==> src/rtl/core/ttnm_pkg.sv <==
`default_nettype none
package ttnm_pkg;

   // request codes
   localparam logic [1:0] REQ_CLEAR = 2'd0;
   localparam logic [1:0] REQ_LOAD  = 2'd1;
   localparam logic [1:0] REQ_QUERY = 2'd2;

   // register indexes (byte address = 4 * index)
   localparam logic [2:0] REG_APPLY_CALO   = 3'd0;
   localparam logic [2:0] REG_REVERSE      = 3'd1;
   localparam logic [2:0] REG_TRACK_FLOOR  = 3'd2;
   localparam logic [2:0] REG_ETA_LIMIT    = 3'd3;
   localparam logic [2:0] REG_TOWER_FLOOR  = 3'd4;
   localparam logic [2:0] REG_CONE_SQ      = 3'd5;
   localparam logic [2:0] REG_RATIO_CUT    = 3'd6;

   localparam int ADDR_W = 5;

   localparam logic signed [14:0] PHI_PI     = 15'sd3217;
   localparam logic signed [14:0] PHI_TWO_PI = 15'sd6434;
   localparam logic [26:0]        DIST_MAX   = 27'd134217727;

   typedef struct packed {
      logic [15:0]        pt;
      logic signed [13:0] eta;
      logic signed [12:0] phi;
   } tower_type;

   typedef struct packed {
      logic [15:0] tower_pt_floor;
      logic [12:0] abs_eta_limit;
   } filt_cfg_type;

   typedef struct packed {
      logic        valid;
      logic        elig;
      logic [15:0] pt;
      logic [26:0] dsq;
   } dist_out_type;

endpackage
`default_nettype wire

==> src/rtl/core/ttnm_dist.sv <==
`default_nettype none
module ttnm_dist
   import ttnm_pkg::*;
(
   input  wire logic                clock,
   input  wire logic                reset,
   input  wire logic                in_valid,
   input  wire tower_type           tower,
   input  wire logic signed [13:0]  track_eta,
   input  wire logic signed [12:0]  track_phi,
   input  wire filt_cfg_type        cfg,
   output dist_out_type             dout
);

   logic               v1_ff, v2_ff, v3_ff;
   logic               elig1_ff, elig2_ff, elig3_ff;
   logic [15:0]        pt1_ff, pt2_ff, pt3_ff;
   logic signed [14:0] de1_ff, dp1_ff;
   logic [29:0]        desq2_ff, dpsq2_ff;
   logic [26:0]        dist3_ff;

   logic [13:0]        abs_eta;
   logic               elig_in;
   logic signed [14:0] de_in, dp_raw, dp_in;
   logic signed [29:0] desq_s, dpsq_s;
   logic [30:0]        sum;

   // stage 1: differences, phi wrap, eligibility
   always_comb begin
      abs_eta = tower.eta[13] ? 14'(-tower.eta) : tower.eta;
      elig_in = (tower.pt >= cfg.tower_pt_floor) && (abs_eta <= {1'b0, cfg.abs_eta_limit});
      de_in   = 15'(tower.eta) - 15'(track_eta);
      dp_raw  = 15'(tower.phi) - 15'(track_phi);
      if (dp_raw > PHI_PI) begin
         dp_in = dp_raw - PHI_TWO_PI;
      end else if (dp_raw < -PHI_PI) begin
         dp_in = dp_raw + PHI_TWO_PI;
      end else begin
         dp_in = dp_raw;
      end
   end

   // stage 2: squares; stage 3: sum and saturate
   always_comb begin
      desq_s = de1_ff * de1_ff;
      dpsq_s = dp1_ff * dp1_ff;
      sum    = {1'b0, desq2_ff} + {1'b0, dpsq2_ff};
   end

   always_ff @(posedge clock) begin
      if (reset) begin
         v1_ff <= 1'b0;
         v2_ff <= 1'b0;
         v3_ff <= 1'b0;
      end else begin
         v1_ff <= in_valid;
         v2_ff <= v1_ff;
         v3_ff <= v2_ff;
      end
      elig1_ff <= elig_in;
      pt1_ff   <= tower.pt;
      de1_ff   <= de_in;
      dp1_ff   <= dp_in;
      elig2_ff <= elig1_ff;
      pt2_ff   <= pt1_ff;
      desq2_ff <= 30'(desq_s);
      dpsq2_ff <= 30'(dpsq_s);
      elig3_ff <= elig2_ff;
      pt3_ff   <= pt2_ff;
      dist3_ff <= (sum > {4'b0, DIST_MAX}) ? DIST_MAX : sum[26:0];
   end

   assign dout.valid = v3_ff;
   assign dout.elig  = elig3_ff;
   assign dout.pt    = pt3_ff;
   assign dout.dsq   = dist3_ff;

endmodule
`default_nettype wire

==> config.mk <==
export PLATFORM = sky130hd
export DESIGN_NAME = ttnm_dist
export DESIGN_NICKNAME = d
export VERILOG_FILES = /design/src/rtl/core/ttnm_pkg.sv /design/src/rtl/core/ttnm_dist.sv
export SDC_FILE = /design/constraint.sdc
export NUM_CORES = 1
export LEC_CHECK = 0
export ABC_CLOCK_PERIOD_IN_PS = 9070
export BUFFER_PORTS_ARGS = -buffer_cell sky130_fd_sc_hd__buf_2
export CAP_MARGIN = 20
export CORE_ASPECT_RATIO = 1.1
export CORE_MARGIN = 4
export CORE_UTILIZATION = 50
export CTS_BUF_LIST = sky130_fd_sc_hd__clkbuf_8
export CTS_CLUSTER_SIZE = 12
export DETAILED_ROUTE_END_ITERATION = 8
export PLACE_DENSITY = 0.68
export SYNTH_ARGS = -nofsm -noshare
export SYNTH_HDL_FRONTEND = slang
export SYNTH_SLANG_ARGS = --single-unit
==> constraint.sdc <==
create_clock -name clock -period 9.07 [get_ports clock]
set_clock_uncertainty 0.2 [all_clocks]
set_input_delay 1.814 -clock clock [delete_from_list [all_inputs] [get_ports clock]]
set_output_delay 1.814 -clock clock [all_outputs]
set_load 0.01 [all_outputs]
Yosys cells after proc, flatten, opt, wreduce, memory -nomap -nowiden:

Cells that the tools add are included.

* flip-flop bits (word level): 171
* bits in latches: 0
* bits in writable memories: 0
* ROM bits: 0
* input port bits: 102
* output and inout bits: 45
* word-level logic and storage cells: 31
* memories: 0

* $add $sub $neg: 6
* multipliers: 2
* div/mod/pow operators: 0
* magnitude comparators: 5
* equal/unequal tests: 0
* shift-type cells: 0
* muxes and demuxes: 3
* bitwise operators: 0
* reduce and logical (&&, ||, !) cells: 1

Operator list (number)
* multiplier 15 x 15 -> 30 bit: 2
* adder 30 x 30 -> 31 bit: 1
* > comparator 31 x 27 -> 1 bit (second input constant): 1
* two-way mux 15 bit: 2
* >= comparator 16 bit: 1
* adder 14 x 14 -> 15 bit (second input constant): 1
* subtractor 14 x 14 -> 15 bit: 1
* subtractor 14 x 14 -> 15 bit (second input constant): 1
* > comparator 14 x 13 -> 1 bit (second input constant): 1
* <= comparator 14 x 13 -> 1 bit: 1
* < comparator 14 x 13 -> 1 bit (second input constant): 1
* two-way mux 14 bit: 1
* negator 14 bit: 1
* subtractor 13 x 13 -> 14 bit: 1
* logical AND 1 bit: 1

Depth between registers and ports, before layout:

Gate-level depths: netlist (run 1).

* depth in word-level cells: 4
* mapped depth: 25
* mapped depth without buffers: 24

Least setup slack after synthesis (run 1):

No wires, ideal clock.

* kind: reg-to-reg
* from: register dp1_ff[14]
* to: register dpsq2_ff[28]
* setup time: 0.072 ns
* arrival: 6.101 ns
* required time: 8.798 ns
* slack: 2.697 ns
* stages on the path, launching flop included: 24
* buffers on the path: 1
* clock period less this slack: 6.373 ns
* cells stage by stage: dfxtp_1 -> inv_1 -> buf_1 -> nor2_1 -> fa_1 -> inv_1 -> fa_1 -> inv_1 -> fa_1 -> fa_1 -> fa_1 -> inv_1 -> fa_1 -> inv_1 -> ha_1 -> a21o_1 -> a21o_1 -> a21oi_1 -> nor2_1 -> a211oi_1 -> o21ai_0 -> a2111o_1 -> a21oi_1 -> xnor2_1

* cells in the longest elaborated chain, start to end: 1

Ends and longest elaborated chain
* start, declared: line ttnm_dist.sv:18 `logic signed [14:0] de1_ff, dp1_ff;`
* start signal, assigned: line ttnm_dist.sv:63 `dp1_ff <= dp_in;`
* multiplier 15 x 15 -> 30 bit: line ttnm_dist.sv:46 `dpsq_s = dp1_ff * dp1_ff;`
* named net dpsq_s[28]: line ttnm_dist.sv:25 `logic signed [29:0] desq_s, dpsq_s;`
* end signal, assigned: line ttnm_dist.sv:67 `dpsq2_ff <= 30'(dpsq_s);`
* end, declared: line ttnm_dist.sv:19 `logic [29:0] desq2_ff, dpsq2_ff;`

The timed path passes the listed nets, and every way through them passes these cells.
A chain may end at the register's enable or synchronous reset.

Final worst setup path (run 1):

Same ends and word-level chain as after synthesis.

==> results by group, run 1 <==
Outcome
  – Status: completed

Yosys
  – Commonest cells in the netlist: 651 x inv_1, 397 x fa_1, 261 x ha_1
  – Cells after Synth: ~2500
  – Multiplexer share of the synthesized area: 0.00174
  – Register area share after synthesis: 0.147
  – Post-synth top area cell: fa_1
  – Ys flop type: dfxtp_1
  – Mapped cell area: roughly 23000 um^2
  – Synth Area in Simple Gates: 0.106
  – XOR/XNOR Fraction of Synth Area: 0.0530
  – Synth unique cells: 68
  – Avg Synthesized Cell Area: 9.27 um^2
  – Ranking of synthesized cells by area: fa_1 35%, dfxtp_1 15%, ha_1 14%, inv_1 11%, xnor2_1 4.1%
  – Main combinational cell family by area after synthesis: adder cells
  – Synth Area in Compound Gates: 0.0874
  – Register bit count reported by yosys: roughly 170
  – Adder-cell share of the synthesized area: 0.489
  – Yosys top cell area share: 0.346
  – Syn Nets: between 3000 and 4000
  – Ys async rst share: 0
  – Synth warn: 0
  – EDFF count, synth: 0
  – Most frequent cell after synthesis: inv_1

Route
  – Met1 wire length: 18.7 mm
  – Starting DRC count in detailed routing: 765
  – Residual DRC: 0
  – WL final: 44.5 mm
  – Routed wl met3: 1.68 mm
  – Vias per inst: 5.08
  – WL met2: between 20 and 25 mm
  – TritonRoute pass-1 iters: 5
  – WL/cell: about 14 um
  – Max layer used: met4
  – ANT nets after route: 0
  – Via Count: about 16000

Clocking
  – CTS tree: done
  – CTS clk-pin slew, worst paths: 110 ps
  – Post-CTS sizing: 0
  – Clk root buf: clkbuf_8
  – Clock tree buffer depth: 2
  – H-tree lvl count: 4
  – Worst-Skew Late Latency: 550 ps
  – CTS Buf Count: 17
  – Clock sinks: approximately 170
  – Postcts setup bufs: 0
  – Number of hold buffers added after CTS: 0

Min path
  – Worst Hold Class: reg2reg
  – Hold endpoint: pt3_ff[14]
  – Hold Path Stages: 0
  – Hold_sp: pt2_ff[14]

Global routing
  – Vias in the first global route: 17374
  – Global Route Usage Sum: 0.193
  – GRT overflow: 0
  – First-pass GRT wire length: a little under 80 mm
  – Antenna violations before repair: 0
  – Largest net degree at the start of global routing: 27

STA
  – Time the worst path needs with I/O delays and setup: just over 7000 ps
  – Finish-stage setup viols: 0
  – Worst-Margin Slew: 1010 ps
  – Crit share post-route: 0.791
  – Final hold violations: 0
  – Fmax achieved: around 140 MHz
  – Setup slack after layout: approximately 1900 ps
  – Pins Over Slew Limit: 0
  – Slew headroom: 0.329
  – RSZ-0062 raised after global routing: no
  – Hold Slack: between 100 and 150 ps
  – TNS Setup: 0 ps

Setup path
  – Capturing point of the worst reg2reg path: dpsq2_ff[28]
  – Crit path max fanout: 15
  – R2R depth: 22
  – R2R Path Start: dp1_ff[14]
  – Setup CP Type: reg2reg
  – Worst EP arrival: 7460 ps
  – Required @ worst endpoint: 9350 ps
  – Worst setup SP type: register
  – Reg-to-reg slack, setup: around 1900 ps
  – Crit end category: register

Die
  – DIE WIDTH: roughly 210 um
  – I/O Pins: around 150
  – Die height: between 200 and 250 um
  – Placeable Area: between 40000 and 50000 um^2
  – Row cnt: approximately 80
  – Initial Utilization: 0.505
  – Die area: slightly below 50000 um^2

Place
  – Pre-CTS setup slack: about 1900 ps
  – RD Place Congestion: approximately 0.91
  – Post-DP HPWL: 38.4 mm
  – I/O Buffers: about 150

Cells and area
  – Fillers: 4168
  – Share of cells above drive strength 1: 0.0733
  – Inserted Diodes: 0
  – Layout overhead on the synthesized area: 7.37%
  – Fin nets: roughly 3400

Flow run
  – Maxcap violations: 0
## registers in the layout, summed over array words and instances, names as in the netlist
signal / cells
desq2_ff: 29
v3_ff: 1
dp1_ff: 15
elig2_ff: 1
dpsq2_ff: 29
v2_ff: 1
elig1_ff: 1
de1_ff: 15
elig3_ff: 1
v1_ff: 1
pt1_ff: 16
pt3_ff: 16
pt2_ff: 16
dist3_ff: 27
## cell usage in the layout, fill, tap and decap left out, drive strengths merged, types with 40 or more instances in the layout
master / n
and2: 83
dfxtp: 169
a21oi: 68
nand2: 183
xnor2: 108
a21o: 40
inv: 658
nor2: 106
o21ai: 51
ha: 261
fa: 397
buf: 146
## critical path, cell delays in order (launching register included)
cell and delay (ps):
dfxtp_1 670, inv_1 390, nor2_1 350, fa_1 520, inv_1 240, fa_1 430
inv_1 80, fa_1 430, fa_1 480, fa_1 540, inv_1 50, fa_1 530
inv_1 40, ha_1 350, a21o_1 200, a21o_1 170, a21oi_1 220, nor2_1 80
a211oi_1 170, o21ai_0 230, a2111o_1 430, a21oi_1 180, xnor2_1 130
## area by class of cell
class	count	area, um^2	share of cell area
Sequential cell	169	3380	0.137
Clock buffer	17	234	0.00950
Timing Repair Buffer	146	731	0.0297
Inverter	651	2440	0.0992
Tap cell	588	736	0.0299
Multi-Input combinational cell	1607	16900	0.687
Clock inverter	15	198	0.00802
## metrics by stage
| step | cell area (um^2) | util | std cells |
|---|---|---|---|
| after CTS | 24600 | 0.542 | 3193 |
| after floorplan | 22900 | - | 2475 |
| final | 24600 | 0.542 | 3193 |
| after global routing | 24600 | 0.542 | 3193 |
| after detailed placement | 24200 | 0.533 | 3161 |
| after global placement | 24200 | 0.533 | 3161 |
## logic make-up (layout without fill, tap and decap cells)
kind of cell / count (synthesis) / in the layout
flip-flops: 169 / 169
AO/OA/AOI/OAI: 295 / 295
buffers and inverters: 699 / 829
multiplexers: 4 / 4
XOR/XNOR: 139 / 139
adder cells (fa/ha/maj): 658 / 658
AND/OR/NAND/NOR: 511 / 511
## per-layer routing
| layer | vias up | global-route usage |
|---|---|---|
| met4 | 0 | 0.0564 |
| met3 | 58 | 0.0289 |
| met1 | 8100 | 0.246 |
| li1 | 7821 | - |
| met5 | - | 0 |
| met2 | 252 | 0.340 |
## worst max-delay path by stage
stage                        end        from
floorplan           dpsq2_ff[28]  dp1_ff[14]
global placement    dpsq2_ff[28]  dp1_ff[14]
detailed placement  dpsq2_ff[28]  dp1_ff[14]
CTS                 dpsq2_ff[28]  dp1_ff[14]
global route        dpsq2_ff[28]  dp1_ff[14]
finish              dpsq2_ff[28]  dp1_ff[14]
Power of run 1 is not shown: default switching activity piles up to over one toggle a cycle in this logic, so the estimate is an artifact.
==> run 2: changes to the inputs <==
ABC_CLOCK_PERIOD_IN_PS = 6160   (was 9070)
PLACE_DENSITY = 0.7   (was 0.68)
clock period = 6.16 ns   (was 9.07 ns; I/O delays follow)
==> results by group, run 2 (same netlist as run 1, synthesis figures left out) <==
Cells and area
  – Fin nets: 3511 (+4.7%)
  – Most common cell after layout, fill and taps aside: inv_1
  – Area of the multi-input gates: 17300 um^2 (+2.5%)
  – Register area: 3430 um^2 (+1.5%)
  – Fin area: 26300 um^2 (+6.9%)
  – Commonest non-fill, non-tap cells in the layout: 638 x inv_1, 391 x fa_1, 246 x ha_1, 175 x nand2_1, 153 x buf_4
  – Share of cells above drive strength 1: 0.171 (+0.0974)
  – Fillers: 3994 (-4.2%)
  – Regs by FF count: desq2_ff (29), dpsq2_ff (29), dist3_ff (27)
  – Inserted Diodes: 0 (unchanged)
  – Core Util, Final: 0.580 (+0.0374)
  – Layout overhead on the synthesized area: 14.8%

Setup path
  – Setup CP Type: reg2reg
  – Crit path max fanout: 7 (-8)
  – Worst setup SP type: register
  – R2R Path Start: dp1_ff[1]
  – Capturing point of the worst reg2reg path: dpsq2_ff[29]
  – Crit end category: register
  – Required @ worst endpoint: 6410 ps (-2940 ps)
  – Reg-to-reg slack, setup: 170 ps (-1720 ps)
  – Worst setup path start: dp1_ff[1]
  – R2R depth: 20 (-9.1%)
  – Worst EP arrival: 6240 ps (-1220 ps)

STA
  – Time the worst path needs with I/O delays and setup: 5990 ps (-1190 ps)
  – Pins Over Slew Limit: 0 (unchanged)
  – Worst-Margin Slew: 808 ps (-199 ps)
  – Final hold violations: 0 (unchanged)
  – Crit share post-route: 0.972 (+0.181)
  – TNS Setup: 0 ps (unchanged)
  – Fmax achieved: 167 MHz (+20%)
  – Slew headroom: 0.453 (+0.124)
  – Finish-stage setup viols: 0 (unchanged)

Route
  – TritonRoute pass-1 iters: 5 (unchanged)
  – Residual DRC: 0 (unchanged)
  – Routed wl met3: 1.64 mm (-2.5%)
  – Vias per inst: 5.05 (-0.74%)
  – Met1 wire length: 20.2 mm (+8.4%)
  – Starting DRC count in detailed routing: 637 (-17%)
  – WL met2: 24.6 mm (+6.2%)
  – WL final: 47.5 mm (+6.8%)
  – Via Count: 16913 (+4.2%)
  – Max layer used: met4
  – ANT nets after route: 0 (unchanged)
  – WL/cell: 14.2 um (+1.7%)

Clocking
  – CTS clk-pin slew, worst paths: 110 ps (about the same)
  – CTS tree: done
  – CTS Buf Count: 17 (unchanged)
  – Worst-Skew Late Latency: 550 ps (about the same)
  – H-tree lvl count: 4 (unchanged)
  – Clk root buf: clkbuf_8
  – Clock tree buffer depth: 2 (unchanged)
  – Clock sinks: 169 (unchanged)
  – Number of hold buffers added after CTS: 0 (unchanged)

Min path
  – Hold endpoint: pt2_ff[5]
  – Worst Hold Class: reg2reg
  – Hold Path Stages: 0 (unchanged)
  – Hold_sp: pt1_ff[5]

Global routing
  – GRT overflow: 0 (unchanged)
  – Antenna violations before repair: 0 (unchanged)
  – Largest net degree at the start of global routing: 27 (unchanged)
  – First-pass GRT wire length: 82.1 mm (+4.9%)
  – Global Route Usage Sum: 0.203 (+0.00997)
  – Vias in the first global route: 18104 (+4.2%)

Place
  – RD Place Congestion: 0.894 (-2.2%)
  – Cell Area, Placed: 25300 um^2 (+4.7%)
  – I/O Buffers: 146 (unchanged)
  – Post-DP HPWL: 40.9 mm (+6.7%)

Die
  – Die area: 49400 um^2 (unchanged)
  – Die height: 233 um (unchanged)
  – DIE WIDTH: 212 um (unchanged)
  – Placeable Area: 45500 um^2 (unchanged)
  – I/O Pins: 147 (unchanged)
  – Initial Utilization: 0.505 (unchanged)
  – Row cnt: 82 (unchanged)

Outcome
  – Status: completed

Flow run
  – Maxcap violations: 0 (unchanged)
## run 2: cell count changes in the layout (fill, tap and decap cells not counted), moves of 10 or more
cell,change
and2_1,-10
buf_4,+153
dfxtp_1,-26
dfxtp_2,+19
ha_1,-15
ha_4,+10
inv_1,-13
inv_2,+10
nor2_1,-11
nor2_2,+10
## run 2: critical path: stages, from the launching register on
cell	delay (ps)
dfxtp_2	340
buf_4	130
buf_4	170
and2_4	160
fa_1	530
inv_1	50
fa_1	470
inv_1	50
fa_1	520
fa_1	460
fa_1	560
inv_1	60
fa_1	530
inv_1	50
ha_2	350
nand4_1	190
o311a_4	450
o31ai_4	260
o21ai_1	90
nor2b_2	160
xnor2_1	110
## run 2: what timing repair did
| item | in CTS | in global routing |
|---|---|---|
| resized for setup | 20 | 126 |
| pin swaps | 5 | 83 |
| setup buffers | 1 | 10 |
| setup endpoints to repair | 9 | 18 |
## run 2: cell type report
type	count	area share
clock buffer	18	0.00941
tap	588	0.0279
clock inverter	14	0.00656
timing repair buffer	305	0.0742
inverter	651	0.0931
multi-input combinational	1607	0.658
sequential	169	0.130
## run 2: metrics by stage
stage	hold WS (ps)	instances	setup slack [ps]
final	133	3352	173
after global routing	141	3352	-23.2
after CTS	133	3343	-45.5
after detailed placement	112	3310	-222
after global placement	110	3310	-27.1
after floorplan	110	2475	2.54
## run 2: worst max path at each step
stage	end	slack, ps	depth (start not counted)
3_3_place_gp	dpsq2_ff[29]	-30	24
3_5_place_dp	dpsq2_ff[28]	-220	22
2_1_floorplan	dpsq2_ff[28]	3	21
6_report	dpsq2_ff[29]	170	20
5_1_grt	dpsq2_ff[23]	-20	27
4_1_cts	dpsq2_ff[28]	-50	22
## run 2: routing by layer
metal	GRT usage	vias to the layer above
met5	0	-
met4	0.0586	0
met2	0.354	283
li1	-	8145
met3	0.0282	67
met1	0.263	8418
Power of run 2 is left out for the same reason.
==> run 3: changes to the inputs <==
CORE_UTILIZATION = 58   (was 50)
PLACE_DENSITY = 0.8   (was 0.7)
==> results by group, run 3 (same netlist as run 1, synthesis figures left out) <==
Die
  – I/O Pins: 147 (unchanged)
  – Placeable Area: 39200 um^2 (-14%)
  – Die height: 217 um (-6.9%)
  – Row cnt: 76 (-7.3%)
  – Die area: 42800 um^2 (-13%)
  – DIE WIDTH: 198 um (-6.9%)
  – Initial Utilization: 0.586 (+0.0809)

Place
  – Cells after DPL: 3216 (-2.8%)
  – Post-DP HPWL: 40.9 mm (about the same)
  – RD Place Congestion: 0.910 (+1.9%)
  – I/O Buffers: 146 (unchanged)
  – Cell Area, Placed: 25200 um^2 (-0.74%)

Route
  – ANT nets after route: 0 (unchanged)
  – WL final: 48.0 mm (+1.2%)
  – Vias per inst: 5.20 (+3.1%)
  – TritonRoute pass-1 iters: 5 (unchanged)
  – WL/cell: 14.7 um (+3.9%)
  – Starting DRC count in detailed routing: 801 (+26%)
  – Via Count: 16978 (+0.38%)
  – Residual DRC: 0 (unchanged)

Clocking
  – Clock sinks: 169 (unchanged)
  – CTS Buf Count: 17 (unchanged)
  – Number of hold buffers added after CTS: 0 (unchanged)
  – Clk root buf: clkbuf_8
  – CTS clk-pin slew, worst paths: 120 ps (about the same)
  – H-tree lvl count: 4 (unchanged)
  – Clock tree buffer depth: 2 (unchanged)
  – Worst-Skew Late Latency: 510 ps (-40 ps)
  – CTS tree: done

Global routing
  – Vias in the first global route: 18543 (+2.4%)
  – GRT overflow: 0 (unchanged)
  – First-pass GRT wire length: 83.4 mm (+1.6%)
  – GR Util met3: 0.0232 (-0.00502)
  – Met2 Use GR: 0.421 (+0.0663)
  – Most Crowded Layer GR: met2
  – GRT met1 Usage: 0.303 (+0.0391)
  – Largest net degree at the start of global routing: 27 (unchanged)
  – Global Route Usage Sum: 0.235 (+0.0318)
  – Antenna violations before repair: 0 (unchanged)

STA
  – Time the worst path needs with I/O delays and setup: 6000 ps (+9.88 ps)
  – TNS Setup: 0 ps (unchanged)
  – Finish-stage setup viols: 0 (unchanged)
  – Worst-Margin Slew: 829 ps (+21.6 ps)
  – Slew headroom: 0.438 (-0.0146)
  – Fmax achieved: 167 MHz (-0.16%)
  – RSZ-0062 raised after global routing: yes
  – Final hold violations: 0 (unchanged)
  – Crit share post-route: 0.973 (+0.00160)
  – Pins Over Slew Limit: 0 (unchanged)

Setup path
  – Worst setup SP type: register
  – Crit end category: register
  – Required @ worst endpoint: 6360 ps (-50 ps)
  – Setup CP Type: reg2reg
  – Crit path max fanout: 8 (+1)
  – Worst EP arrival: 6200 ps (-40 ps)

Cells and area
  – Finished Layout Cells: 3265 (-2.6%)
  – Commonest non-fill, non-tap cells in the layout: 645 x inv_1, 388 x fa_1, 245 x ha_1, 178 x nand2_1, 146 x buf_2
  – Core Util, Final: 0.669 (+0.0897)
  – Most common cell after layout, fill and taps aside: inv_1
  – Inserted Diodes: 0 (unchanged)
  – Layout overhead on the synthesized area: 14.2%
  – Fin nets: 3505 (-0.17%)
  – Share of cells above drive strength 1: 0.165 (-0.00579)
  – Fin area: 26200 um^2 (-0.47%)
  – Regs by FF count: desq2_ff (29), dpsq2_ff (29), dist3_ff (27)

Min path
  – Worst Hold Class: reg2reg

Outcome
  – Status: completed

Flow run
  – Maxcap violations: 0 (unchanged)
[run 3: worst paths after layout]
kind | cells after the start | end | slack [ps] | from
setup / recovery | 21 | dpsq2_ff[29] | 160 | dp1_ff[14]
hold / removal | 0 | pt2_ff[8] | 120 | pt1_ff[8]
setup reg to reg | 21 | dpsq2_ff[29] | 160 | dp1_ff[14]
hold reg to reg | 0 | pt2_ff[8] | 120 | pt1_ff[8]
[run 3: what timing repair did]
item | 4_1_cts | 5_1_grt
resized for setup | 28 | 117
setup endpoints to repair | 7 | 17
hold endpoints to repair | 0 | 0
pin swaps | 12 | 71
setup buffers | 3 | 14
[run 3: through the flow]
stage | hold slack [ps] | setup WS, ps
2_1_floorplan | 110 | 2.54
3_3_place_gp | 110 | -17.6
3_5_place_dp | 112 | -77.6
4_1_cts | 131 | 5.06
5_1_grt | 128 | -55.1
6_report | 121 | 163
[run 3: layout make-up]
class	instances	area (um^2)
Multi-Input combinational cell	1607	17300
Fill cell	3072	13000
Sequential cell	169	3450
Inverter	651	2450
Timing Repair Buffer	299	1930
Tap cell	507	634
Clock buffer	17	234
Clock inverter	15	178
[run 3: critical path, stage by stage (launching register included)]
cell,delay (ps)
dfxtp_4,400
inv_4,100
buf_6,130
nor2_1,60
fa_1,530
inv_1,50
fa_1,520
inv_1,60
fa_1,570
fa_1,450
fa_1,540
inv_1,50
fa_1,530
inv_1,70
ha_4,290
and3_4,200
nand2_1,100
o311a_4,400
o31ai_4,260
o21ai_1,90
nor2b_2,150
xnor2_1,110
[run 3: metal layers]
layer,up-vias,wire (um)
met5,-,0
met4,0,1010
met3,66,1550
met2,323,25500
met1,8440,20000
li1,8149,-
Power of run 3 is left out for the same reason.
